[src/rtl/core/stcd_pkg.sv]
package stcd_pkg;

    // Pipeline depth: four stages split the timestamp into days and seconds of the day,
    // nine more stages derive the date and the time of day side by side.
    localparam int NUM_STAGES = 13;

    // Stage positions of the front split.
    localparam int ST_ADD  = 0;
    localparam int ST_MUL  = 1;
    localparam int ST_BACK = 2;
    localparam int ST_FIX  = 3;

    // First stage of the date and time-of-day branches.
    localparam int ST_TAIL = 4;

    // One load enable per pipeline stage.
    typedef logic [NUM_STAGES-1:0] t_stage_en;

endpackage

[src/rtl/core/stcd_split.sv]
module stcd_split (
    input  logic                i_clk,
    input  stcd_pkg::t_stage_en i_en,
    input  logic [31:0]         i_seconds,
    output logic [15:0]         o_days,
    output logic [16:0]         o_sod
);
    import stcd_pkg::*;

    localparam logic [31:0] EPOCH_OFFSET = 32'd946684800;
    localparam logic [31:0] SECS_PER_DAY = 32'd86400;
    // floor(2^32 / 86400); the estimate is at most one below the true quotient.
    localparam logic [47:0] DAY_RECIP    = 48'd49710;

    logic [31:0] r_t0;
    logic [31:0] r_t1;
    logic [15:0] r_dq1;
    logic [15:0] r_dq2;
    logic [17:0] r_drem;
    logic [15:0] r_days;
    logic [16:0] r_sod;

    logic [31:0] n_t;
    logic [47:0] n_dprod;
    logic [31:0] n_dback;
    logic [31:0] n_ddiff;
    logic        n_dfix;
    logic [17:0] n_dsub;
    logic [15:0] n_days;
    logic [16:0] n_sod;

    // Move the count to the 1970 epoch, wrapping at 32 bits.
    assign n_t = i_seconds + EPOCH_OFFSET;

    // Reciprocal estimate of the day number.
    assign n_dprod = {16'd0, r_t0} * DAY_RECIP;

    // Remainder against the estimate, below twice the day length.
    assign n_dback = {16'd0, r_dq1} * SECS_PER_DAY;
    assign n_ddiff = r_t1 - n_dback;

    // One correction step gives the exact day number and seconds of the day.
    always_comb begin
        n_dfix = (r_drem >= SECS_PER_DAY[17:0]);
        n_dsub = r_drem - SECS_PER_DAY[17:0];
        n_days = r_dq2 + {15'd0, n_dfix};
        n_sod  = n_dfix ? n_dsub[16:0] : r_drem[16:0];
    end

    always_ff @(posedge i_clk) begin
        if (i_en[ST_ADD]) begin
            r_t0 <= n_t;
        end
        if (i_en[ST_MUL]) begin
            r_t1  <= r_t0;
            r_dq1 <= n_dprod[47:32];
        end
        if (i_en[ST_BACK]) begin
            r_dq2  <= r_dq1;
            r_drem <= n_ddiff[17:0];
        end
        if (i_en[ST_FIX]) begin
            r_days <= n_days;
            r_sod  <= n_sod;
        end
    end

    assign o_days = r_days;
    assign o_sod  = r_sod;

endmodule

[src/rtl/core/stcd_date.sv]
module stcd_date (
    input  logic                i_clk,
    input  stcd_pkg::t_stage_en i_en,
    input  logic [15:0]         i_days,
    output logic [11:0]         o_year,
    output logic [3:0]          o_month,
    output logic [4:0]          o_day
);
    import stcd_pkg::*;

    // Century that the day falls in.
    localparam logic [1:0] CENT_19 = 2'd0;
    localparam logic [1:0] CENT_20 = 2'd1;
    localparam logic [1:0] CENT_21 = 2'd2;

    // Day numbers where the century index steps up.
    localparam logic [15:0] DAYS_CENT_20 = 16'd11017;
    localparam logic [15:0] DAYS_CENT_21 = 16'd47541;

    // Day within the century plus one, for each century.
    localparam logic [16:0] ADD_CENT_19 = 17'd25509;
    localparam logic [16:0] SUB_CENT_20 = 17'd11016;
    localparam logic [16:0] SUB_CENT_21 = 17'd47540;

    // Year-in-century division: 4000 * x / 1461001.
    localparam logic [23:0] YR_RECIP  = 24'd179;
    localparam logic [27:0] YR_MUL    = 28'd4000;
    localparam logic [27:0] YR_DIV    = 28'd1461001;
    localparam logic [17:0] YR_DAYS4  = 18'd1461;

    // Month division: 80 * l / 2447.
    localparam logic [15:0] MO_RECIP  = 16'd33;
    localparam logic [16:0] MO_MUL    = 17'd80;
    localparam logic [16:0] MO_DIV    = 17'd2447;
    localparam logic [3:0]  MO_WRAP   = 4'd11;

    localparam int DT0 = ST_TAIL;
    localparam int DT1 = ST_TAIL + 1;
    localparam int DT2 = ST_TAIL + 2;
    localparam int DT3 = ST_TAIL + 3;
    localparam int DT4 = ST_TAIL + 4;
    localparam int DT5 = ST_TAIL + 5;
    localparam int DT6 = ST_TAIL + 6;
    localparam int DT7 = ST_TAIL + 7;
    localparam int DT8 = ST_TAIL + 8;

    // Days before the first of each month slot, counted from March: floor(2447 * j / 80).
    function automatic logic [9:0] month_start(input logic [3:0] j);
        logic [9:0] v;
        unique case (j)
            4'd0:    v = 10'd0;
            4'd1:    v = 10'd30;
            4'd2:    v = 10'd61;
            4'd3:    v = 10'd91;
            4'd4:    v = 10'd122;
            4'd5:    v = 10'd152;
            4'd6:    v = 10'd183;
            4'd7:    v = 10'd214;
            4'd8:    v = 10'd244;
            4'd9:    v = 10'd275;
            4'd10:   v = 10'd305;
            4'd11:   v = 10'd336;
            4'd12:   v = 10'd367;
            4'd13:   v = 10'd397;
            4'd14:   v = 10'd428;
            default: v = 10'd458;
        endcase
        return v;
    endfunction

    logic [1:0]  r_cent [DT0:DT7];
    logic [15:0] r_x1;
    logic [15:0] r_x2;
    logic [15:0] r_x3;
    logic [15:0] r_x4;
    logic [6:0]  r_iq2;
    logic [6:0]  r_iq3;
    logic [21:0] r_irem;
    logic [6:0]  r_i   [DT4:DT8];
    logic [9:0]  r_l3  [DT5:DT8];
    logic [3:0]  r_jq6;
    logic [3:0]  r_jq7;
    logic [12:0] r_jrem;
    logic [3:0]  r_j;
    logic [11:0] r_year;
    logic [3:0]  r_month;
    logic [4:0]  r_day;

    logic [1:0]  n_cent;
    logic [16:0] n_xw;
    logic [23:0] n_iprod;
    logic [27:0] n_inum;
    logic [27:0] n_iback;
    logic [27:0] n_idiff;
    logic [6:0]  n_i;
    logic [17:0] n_ispan;
    logic [16:0] n_l3w;
    logic [15:0] n_jprod;
    logic [16:0] n_jnum;
    logic [16:0] n_jback;
    logic [16:0] n_jdiff;
    logic [3:0]  n_j;
    logic        n_wrap;
    logic [9:0]  n_kw;
    logic [11:0] n_base;
    logic [11:0] n_year;
    logic [3:0]  n_month;

    // Select the century and the day within it.
    always_comb begin
        priority if (i_days >= DAYS_CENT_21) begin
            n_cent = CENT_21;
            n_xw   = {1'b0, i_days} - SUB_CENT_21;
        end else if (i_days >= DAYS_CENT_20) begin
            n_cent = CENT_20;
            n_xw   = {1'b0, i_days} - SUB_CENT_20;
        end else begin
            n_cent = CENT_19;
            n_xw   = {1'b0, i_days} + ADD_CENT_19;
        end
    end

    // Year within the century: reciprocal estimate, remainder, one correction.
    assign n_iprod = {8'd0, r_x1} * YR_RECIP;
    assign n_inum  = {12'd0, r_x2} * YR_MUL;
    assign n_iback = {21'd0, r_iq2} * YR_DIV;
    assign n_idiff = n_inum - n_iback;
    assign n_i     = r_iq3 + {6'd0, (r_irem >= YR_DIV[21:0])};

    // Day of the year counted from the March before it, offset by 31.
    assign n_ispan = {11'd0, r_i[DT4]} * YR_DAYS4;
    assign n_l3w   = {1'b0, r_x4} + 17'd30 - {1'b0, n_ispan[17:2]};

    // Month slot: reciprocal estimate, remainder, one correction.
    assign n_jprod = {6'd0, r_l3[DT5]} * MO_RECIP;
    assign n_jnum  = {7'd0, r_l3[DT6]} * MO_MUL;
    assign n_jback = {13'd0, r_jq6} * MO_DIV;
    assign n_jdiff = n_jnum - n_jback;
    assign n_j     = r_jq7 + {3'd0, (r_jrem >= MO_DIV[12:0])};

    // Final calendar fields; slots past December belong to the next year.
    always_comb begin
        n_wrap  = (r_j >= MO_WRAP);
        n_kw    = r_l3[DT8] - month_start(r_j);
        n_month = n_wrap ? (r_j - 4'd10) : (r_j + 4'd2);
        unique case (r_cent[DT7])
            CENT_19: n_base = 12'd1900;
            CENT_20: n_base = 12'd2000;
            CENT_21: n_base = 12'd2100;
            default: n_base = 12'd1900;
        endcase
        n_year = n_base + {5'd0, r_i[DT8]} + {11'd0, n_wrap};
    end

    always_ff @(posedge i_clk) begin
        if (i_en[DT0]) begin
            r_cent[DT0] <= n_cent;
            r_x1        <= n_xw[15:0];
        end
        if (i_en[DT1]) begin
            r_cent[DT1] <= r_cent[DT0];
            r_x2        <= r_x1;
            r_iq2       <= n_iprod[22:16];
        end
        if (i_en[DT2]) begin
            r_cent[DT2] <= r_cent[DT1];
            r_x3        <= r_x2;
            r_iq3       <= r_iq2;
            r_irem      <= n_idiff[21:0];
        end
        if (i_en[DT3]) begin
            r_cent[DT3] <= r_cent[DT2];
            r_x4        <= r_x3;
            r_i[DT4]    <= n_i;
        end
        if (i_en[DT4]) begin
            r_cent[DT4] <= r_cent[DT3];
            r_i[DT5]    <= r_i[DT4];
            r_l3[DT5]   <= n_l3w[9:0];
        end
        if (i_en[DT5]) begin
            r_cent[DT5] <= r_cent[DT4];
            r_i[DT6]    <= r_i[DT5];
            r_l3[DT6]   <= r_l3[DT5];
            r_jq6       <= n_jprod[13:10];
        end
        if (i_en[DT6]) begin
            r_cent[DT6] <= r_cent[DT5];
            r_i[DT7]    <= r_i[DT6];
            r_l3[DT7]   <= r_l3[DT6];
            r_jq7       <= r_jq6;
            r_jrem      <= n_jdiff[12:0];
        end
        if (i_en[DT7]) begin
            r_cent[DT7] <= r_cent[DT6];
            r_i[DT8]    <= r_i[DT7];
            r_l3[DT8]   <= r_l3[DT7];
            r_j         <= n_j;
        end
        if (i_en[DT8]) begin
            r_year  <= n_year;
            r_month <= n_month;
            r_day   <= n_kw[4:0];
        end
    end

    assign o_year  = r_year;
    assign o_month = r_month;
    assign o_day   = r_day;

endmodule

[src/rtl/core/stcd_tod.sv]
module stcd_tod (
    input  logic                i_clk,
    input  stcd_pkg::t_stage_en i_en,
    input  logic [16:0]         i_sod,
    output logic [4:0]          o_hour,
    output logic [5:0]          o_minute,
    output logic [5:0]          o_second
);
    import stcd_pkg::*;

    // floor(2^17 / 3600) and floor(2^12 / 60); each estimate is at most one low.
    localparam logic [22:0] HR_RECIP  = 23'd36;
    localparam logic [16:0] SECS_HOUR = 17'd3600;
    localparam logic [18:0] MN_RECIP  = 19'd68;
    localparam logic [11:0] SECS_MIN  = 12'd60;

    localparam int TD0 = ST_TAIL;
    localparam int TD1 = ST_TAIL + 1;
    localparam int TD2 = ST_TAIL + 2;
    localparam int TD3 = ST_TAIL + 3;
    localparam int TD4 = ST_TAIL + 4;
    localparam int TD5 = ST_TAIL + 5;
    // Delay stages that line the time of day up with the date branch.
    localparam int TDLY_FIRST = ST_TAIL + 6;

    typedef struct packed {
        logic [4:0] hour;
        logic [5:0] minute;
        logic [5:0] second;
    } t_tod;

    logic [16:0] r_sod1;
    logic [4:0]  r_hq1;
    logic [4:0]  r_hq2;
    logic [12:0] r_hrem;
    logic [4:0]  r_hour [TD3:TD5];
    logic [11:0] r_mrem2_3;
    logic [11:0] r_mrem2_4;
    logic [5:0]  r_mq;
    logic [5:0]  r_mq4;
    logic [6:0]  r_srem;
    t_tod        r_dly [TD5:NUM_STAGES-1];

    logic [22:0] n_hprod;
    logic [16:0] n_hback;
    logic [16:0] n_hdiff;
    logic        n_hfix;
    logic [12:0] n_hsub;
    logic [4:0]  n_hour;
    logic [11:0] n_mrem;
    logic [18:0] n_mprod;
    logic [11:0] n_mback;
    logic [11:0] n_mdiff;
    logic        n_mfix;
    logic [6:0]  n_ssub;
    t_tod        n_tod;

    // Hour: reciprocal estimate, remainder, one correction.
    assign n_hprod = {6'd0, i_sod} * HR_RECIP;
    assign n_hback = {12'd0, r_hq1} * SECS_HOUR;
    assign n_hdiff = r_sod1 - n_hback;

    always_comb begin
        n_hfix = (r_hrem >= SECS_HOUR[12:0]);
        n_hsub = r_hrem - SECS_HOUR[12:0];
        n_hour = r_hq2 + {4'd0, n_hfix};
        n_mrem = n_hfix ? n_hsub[11:0] : r_hrem[11:0];
    end

    // Minute and second from the seconds within the hour.
    assign n_mprod = {7'd0, r_mrem2_3} * MN_RECIP;
    assign n_mback = {6'd0, r_mq} * SECS_MIN;
    assign n_mdiff = r_mrem2_4 - n_mback;

    always_comb begin
        n_mfix        = (r_srem >= SECS_MIN[6:0]);
        n_ssub        = r_srem - SECS_MIN[6:0];
        n_tod.hour    = r_hour[TD5];
        n_tod.minute  = r_mq4 + {5'd0, n_mfix};
        n_tod.second  = n_mfix ? n_ssub[5:0] : r_srem[5:0];
    end

    always_ff @(posedge i_clk) begin
        if (i_en[TD0]) begin
            r_sod1 <= i_sod;
            r_hq1  <= n_hprod[21:17];
        end
        if (i_en[TD1]) begin
            r_hq2  <= r_hq1;
            r_hrem <= n_hdiff[12:0];
        end
        if (i_en[TD2]) begin
            r_hour[TD3] <= n_hour;
            r_mrem2_3   <= n_mrem;
        end
        if (i_en[TD3]) begin
            r_hour[TD4] <= r_hour[TD3];
            r_mrem2_4   <= r_mrem2_3;
            r_mq        <= n_mprod[17:12];
        end
        if (i_en[TD4]) begin
            r_hour[TD5] <= r_hour[TD4];
            r_mq4       <= r_mq;
            r_srem      <= n_mdiff[6:0];
        end
        if (i_en[TD5]) begin
            r_dly[TD5] <= n_tod;
        end
        for (int k = TDLY_FIRST; k < NUM_STAGES; k++) begin
            if (i_en[k]) begin
                r_dly[k] <= r_dly[k-1];
            end
        end
    end

    assign o_hour   = r_dly[NUM_STAGES-1].hour;
    assign o_minute = r_dly[NUM_STAGES-1].minute;
    assign o_second = r_dly[NUM_STAGES-1].second;

endmodule

[src/rtl/core/seconds_to_calendar_date_time.sv]
// Channel  | Direction | Handshake                   | Payload
// ---------+-----------+-----------------------------+----------------------------------------
// request  | in        | i_in_valid / o_in_ready     | i_seconds_since_2000
// result   | out       | o_out_valid / i_out_ready   | o_year o_month o_day o_hour o_minute
//          |           |                             | o_second
//
// One request enters per clock unless a stalled result has filled the pipeline.
// The depth is set by the constant-reciprocal divisions, each spread over a multiply,
// a multiply-back and a correction stage.
// Reset clears only the stage valid bits; the data registers carry no reset.
// A stalled result holds the last stage while empty stages upstream keep filling,
// so bubbles close up and nothing is dropped or repeated.
module seconds_to_calendar_date_time (
    input  logic        i_clk,
    input  logic        i_rst_n,
    input  logic        i_in_valid,
    output logic        o_in_ready,
    input  logic [31:0] i_seconds_since_2000,
    output logic        o_out_valid,
    input  logic        i_out_ready,
    output logic [11:0] o_year,
    output logic [3:0]  o_month,
    output logic [4:0]  o_day,
    output logic [4:0]  o_hour,
    output logic [5:0]  o_minute,
    output logic [5:0]  o_second
);
    import stcd_pkg::*;

    t_stage_en   r_vld;
    t_stage_en   n_vld;
    t_stage_en   w_en;
    logic        w_hole;
    logic [15:0] w_days;
    logic [16:0] w_sod;

    // A stage may load when it or any stage after it is empty, or the result is taken.
    always_comb begin
        w_hole = 1'b0;
        for (int k = NUM_STAGES - 1; k >= 0; k--) begin
            w_hole  = w_hole | ~r_vld[k];
            w_en[k] = w_hole | i_out_ready;
        end
    end

    // Valid bits move with the data.
    always_comb begin
        n_vld = r_vld;
        if (w_en[0]) begin
            n_vld[0] = i_in_valid;
        end
        for (int k = 1; k < NUM_STAGES; k++) begin
            if (w_en[k]) begin
                n_vld[k] = r_vld[k-1];
            end
        end
    end

    always_ff @(posedge i_clk) begin
        if (!i_rst_n) begin
            r_vld <= '0;
        end else begin
            r_vld <= n_vld;
        end
    end

    assign o_in_ready  = w_en[0];
    assign o_out_valid = r_vld[NUM_STAGES-1];

    // Epoch shift and split into day number and seconds of the day.
    stcd_split u_split (
        .i_clk     (i_clk),
        .i_en      (w_en),
        .i_seconds (i_seconds_since_2000),
        .o_days    (w_days),
        .o_sod     (w_sod)
    );

    // Day number to Gregorian year, month and day.
    stcd_date u_date (
        .i_clk   (i_clk),
        .i_en    (w_en),
        .i_days  (w_days),
        .o_year  (o_year),
        .o_month (o_month),
        .o_day   (o_day)
    );

    // Seconds of the day to hour, minute and second.
    stcd_tod u_tod (
        .i_clk    (i_clk),
        .i_en     (w_en),
        .i_sod    (w_sod),
        .o_hour   (o_hour),
        .o_minute (o_minute),
        .o_second (o_second)
    );

endmodule

[config.mk]
export PLATFORM = sky130hd
export DESIGN_NAME = seconds_to_calendar_date_time
export DESIGN_NICKNAME = d
export VERILOG_FILES = /design/src/rtl/core/stcd_pkg.sv /design/src/rtl/core/stcd_split.sv /design/src/rtl/core/stcd_date.sv /design/src/rtl/core/stcd_tod.sv /design/src/rtl/core/seconds_to_calendar_date_time.sv
export SDC_FILE = /design/constraint.sdc
export NUM_CORES = 2
export LEC_CHECK = 0
export BUFFER_PORTS_ARGS = -buffer_cell sky130_fd_sc_hd__buf_2
export CAP_MARGIN = 20
export CORE_AREA = 2 2 332 334
export CTS_BUF_LIST = sky130_fd_sc_hd__clkbuf_4 sky130_fd_sc_hd__clkbuf_8
export DETAILED_ROUTE_END_ITERATION = 16
export DIE_AREA = 0 0 334 336
export GPL_TIMING_DRIVEN = 0
export PLACE_DENSITY = 0.6
export SLEW_MARGIN = 40
export SYNTH_ARGS = -nofsm -noshare
export SYNTH_HDL_FRONTEND = slang
export SYNTH_HIERARCHICAL = 1
export SYNTH_SLANG_ARGS = --single-unit
export TNS_END_PERCENT = 50
[constraint.sdc]
create_clock -name i_clk -period 9.1 [get_ports i_clk]
set_input_delay 1.82 -clock i_clk [delete_from_list [all_inputs] [get_ports i_clk]]
set_output_delay 1.82 -clock i_clk [all_outputs]
set_load 0.01 [all_outputs]
==> reports/metrics.yaml <==
status: "complete, no violations"
fin_crit_sh: 0.810
totalWireLength_um: 61900
synth_top_area_frac: 0.400
reg2reg_slack_ns: 1.72
crit_path_start_kind: "flip-flop"
fp.dieArea_um2: 112000
grt_antenna_before_repair: 4
critical_path_arrival_ns: 7.83
fmax_mhz: 136
slew_headroom: 0.470
finalWeightedCongestion: 0.813
root_buffer: "clkbuf_8"
netlist_area_um2: 37700
cts_tree: "built"
cp_top_family: "adder cells"
async_flop_share: 0
post_drt_via_cell_ratio: 4.51
grt_use_total: 0.115
path_clk_slew_ns: 0.06
crit_path_frequent_cell: "fa_1"
slowest_delay_ns: 0.59
start_util: 0.348
syn_nets: 3970
synth_top_area_cell: "edfxtp_1"
tightest_slew_ns: 0.795
routedWlPerCell_um: 13.1
drive_above_1_share: 0.0926
drc_errors: 0
cts_buffers: 92
yosysSeqAreaShare: 0.409
htreeDepth: 3
ys_types: 88
port_buffers: 75
overflow: 0
cp_max_fo: 6
syn_avg_cell_area_um2: 12.3
critical_path_class: "reg -> reg"
pre_cts_slack_ns: 1.68
finClkSkew_ns: 0.0467
worstPathBufferInverterCount: 3
ys.warnings.count: 6
grt_pass1_vias: 21962
synth_edf_count: 502
period_minus_slack_ns: 7.38
die_h_um: 336
cts_resized: 0
area_delta_synth_final_pct: 11.2
io_pins: 76
hold_violations: 0
synth_area_leaders: "edfxtp_1, ha_1, fa_1"
syn_inst: 3066
num-nets-final: 4144
ys.flop_type: "edfxtp_1"
placementRows: 121
rsz0062_at_grt: "no"
finalSetupTns_ns: 0
cts_hold_buf: 0
cp_slowest_cell: "edfxtp_1"
cts_setup_buffers: 0
design.core.area_um2: 108000
maxCapViolCount: 0
grt_pass1_wl_um: 106000
setup_viol: 0
cts_buffer_depth: 3
synth_seq_cells: 520
drt_first_iter_violations: 716
slew_violations: 0
worst_ep_required_time_ns: 9.56
vias: 21363
die_w_um: 334
min_path_type: "reg -> reg"
final_antenna_net_count: 0
yosysMostFrequentCell: "inv_1"
finalWorstSetupSlack_ns: 1.72
hpwl_um: 49300
synth_common_cells: "inv_1, ha_1, edfxtp_1, fa_1, xnor2_1"
clock-sinks: 520
grt_max_degree: 60
drt_first_pass_iters: 5
clk_latency_ns: 0.74
cp-end-kind: "flip-flop"
fin_util: 0.387
area by class of cell:
cell class	instances	area (µm²)
Multi-Input combinational cell	1902	19800
Buffer	34	218
Clock inverter	41	412
Antenna cell	2	5.00
Fill cell	10398	66400
Sequential cell	520	15400
Timing Repair Buffer	80	445
Clock buffer	129	1560
Inverter	610	2290
Tap cell	1414	1770
final timing paths:
kind                                        from  cells past startpoint                end
worst max register to register    u_date/r_x2[0]                     25  u_date/r_irem[21]
worst min-delay path            u_date/r_i[1][8]                      0  u_date/r_i[1][15]
worst min register to register  u_date/r_i[1][8]                      0  u_date/r_i[1][15]
worst max-delay path              u_date/r_x2[0]                     25  u_date/r_irem[21]
metal layers:
| layer | share of wire | vias to the layer above | track usage | routed length [µm] |
|---|---|---|---|---|
| li1 | - | 10827 | - | - |
| met1 | 0.45 | 10201 | 0.146 | 27900 |
| met2 | 0.49 | 246 | 0.197 | 30400 |
| met3 | 0.039 | 85 | 0.0220 | 2420 |
| met4 | 0.019 | 4 | 0.0350 | 1200 |
| met5 | 0.00037 | - | 0 | 23 |
placed cells by master (no fill, tap or decap), types with 7 or more instances in the layout:
cell type and n:
nor2b_1 27, a31oi_1 13, o21ai_0 76, ha_1 597
nand4_1 25, nand2b_1 22, nand3_1 32, a21boi_0 7
and3_1 15, o21bai_1 10, clkbuf_8 95, nor3_1 25
clkinv_1 17, nor2_1 87, clkbuf_4 34, nand2_1 97
and2_1 11, xnor2_1 180, dfxtp_1 18, inv_1 603
a21oi_1 112, o21a_1 22, fa_1 271, a211oi_1 8
clkinv_2 8, o211ai_1 7, edfxtp_1 502, xor2_1 74
buf_2 78, buf_4 20, a21o_1 45, clkbuf_1 11
logic make-up (layout without fill, tap and decap cells):
family                     after synthesis  after routing  synth area share
AOI/OAI and AO/OA                      387            387            0.0690
xor gates and xnor gates               254            254            0.0590
adders and majority gates              868            868             0.342
buffers and inverters                  644            894            0.0665
DFF                                    520            520             0.409
muxes                                   10             10           0.00315
other                                    0              2                 0
and+or+nand+nor                        383            383            0.0512
worst register-to-register path: cells and delay by family (launching register included):
family                   cells  cell delay (ns)
XOR/XNOR                     6             1.11
AO/OA/AOI/OAI                6             1.23
adder cells (fa/ha/maj)      8             3.56
buffers and inverters        3             0.14
flip-flops                   1             0.59
AND/OR/NAND/NOR              2             0.49
metrics by stage:
stage,cells,hold slack (ns),instance area (µm²)
detailed placement,4560,0.405,40000
finish,4732,0.390,42000
floorplan,3066,0.400,37700
global placement,4555,0.400,39900
CTS,4730,0.377,41900
global route,4731,0.399,42000
state kept, by name (all words and copies together), names as in the netlist, 13 cells and up, named ones only:
register / cells
u_date/r_x2: 16
u_date/r_irem: 21
u_tod/r_hrem: 13
u_split/r_t1: 18
u_split/r_drem: 18
u_tod/r_dly: 68
u_tod/r_sod1: 13
r_vld: 13
u_split/r_dq1: 16
u_date/r_x1: 16
u_split/o_sod: 17
u_tod/r_hour: 15
u_split/r_t0: 32
u_split/r_dq2: 16
u_date/r_i: 35
u_date/r_cent: 16
u_date/r_l3: 29
u_split/o_days: 16
Power is left out: the tool's default activity adds up to more than one toggle a clock period on the data nets, which glitch-free logic cannot reach.
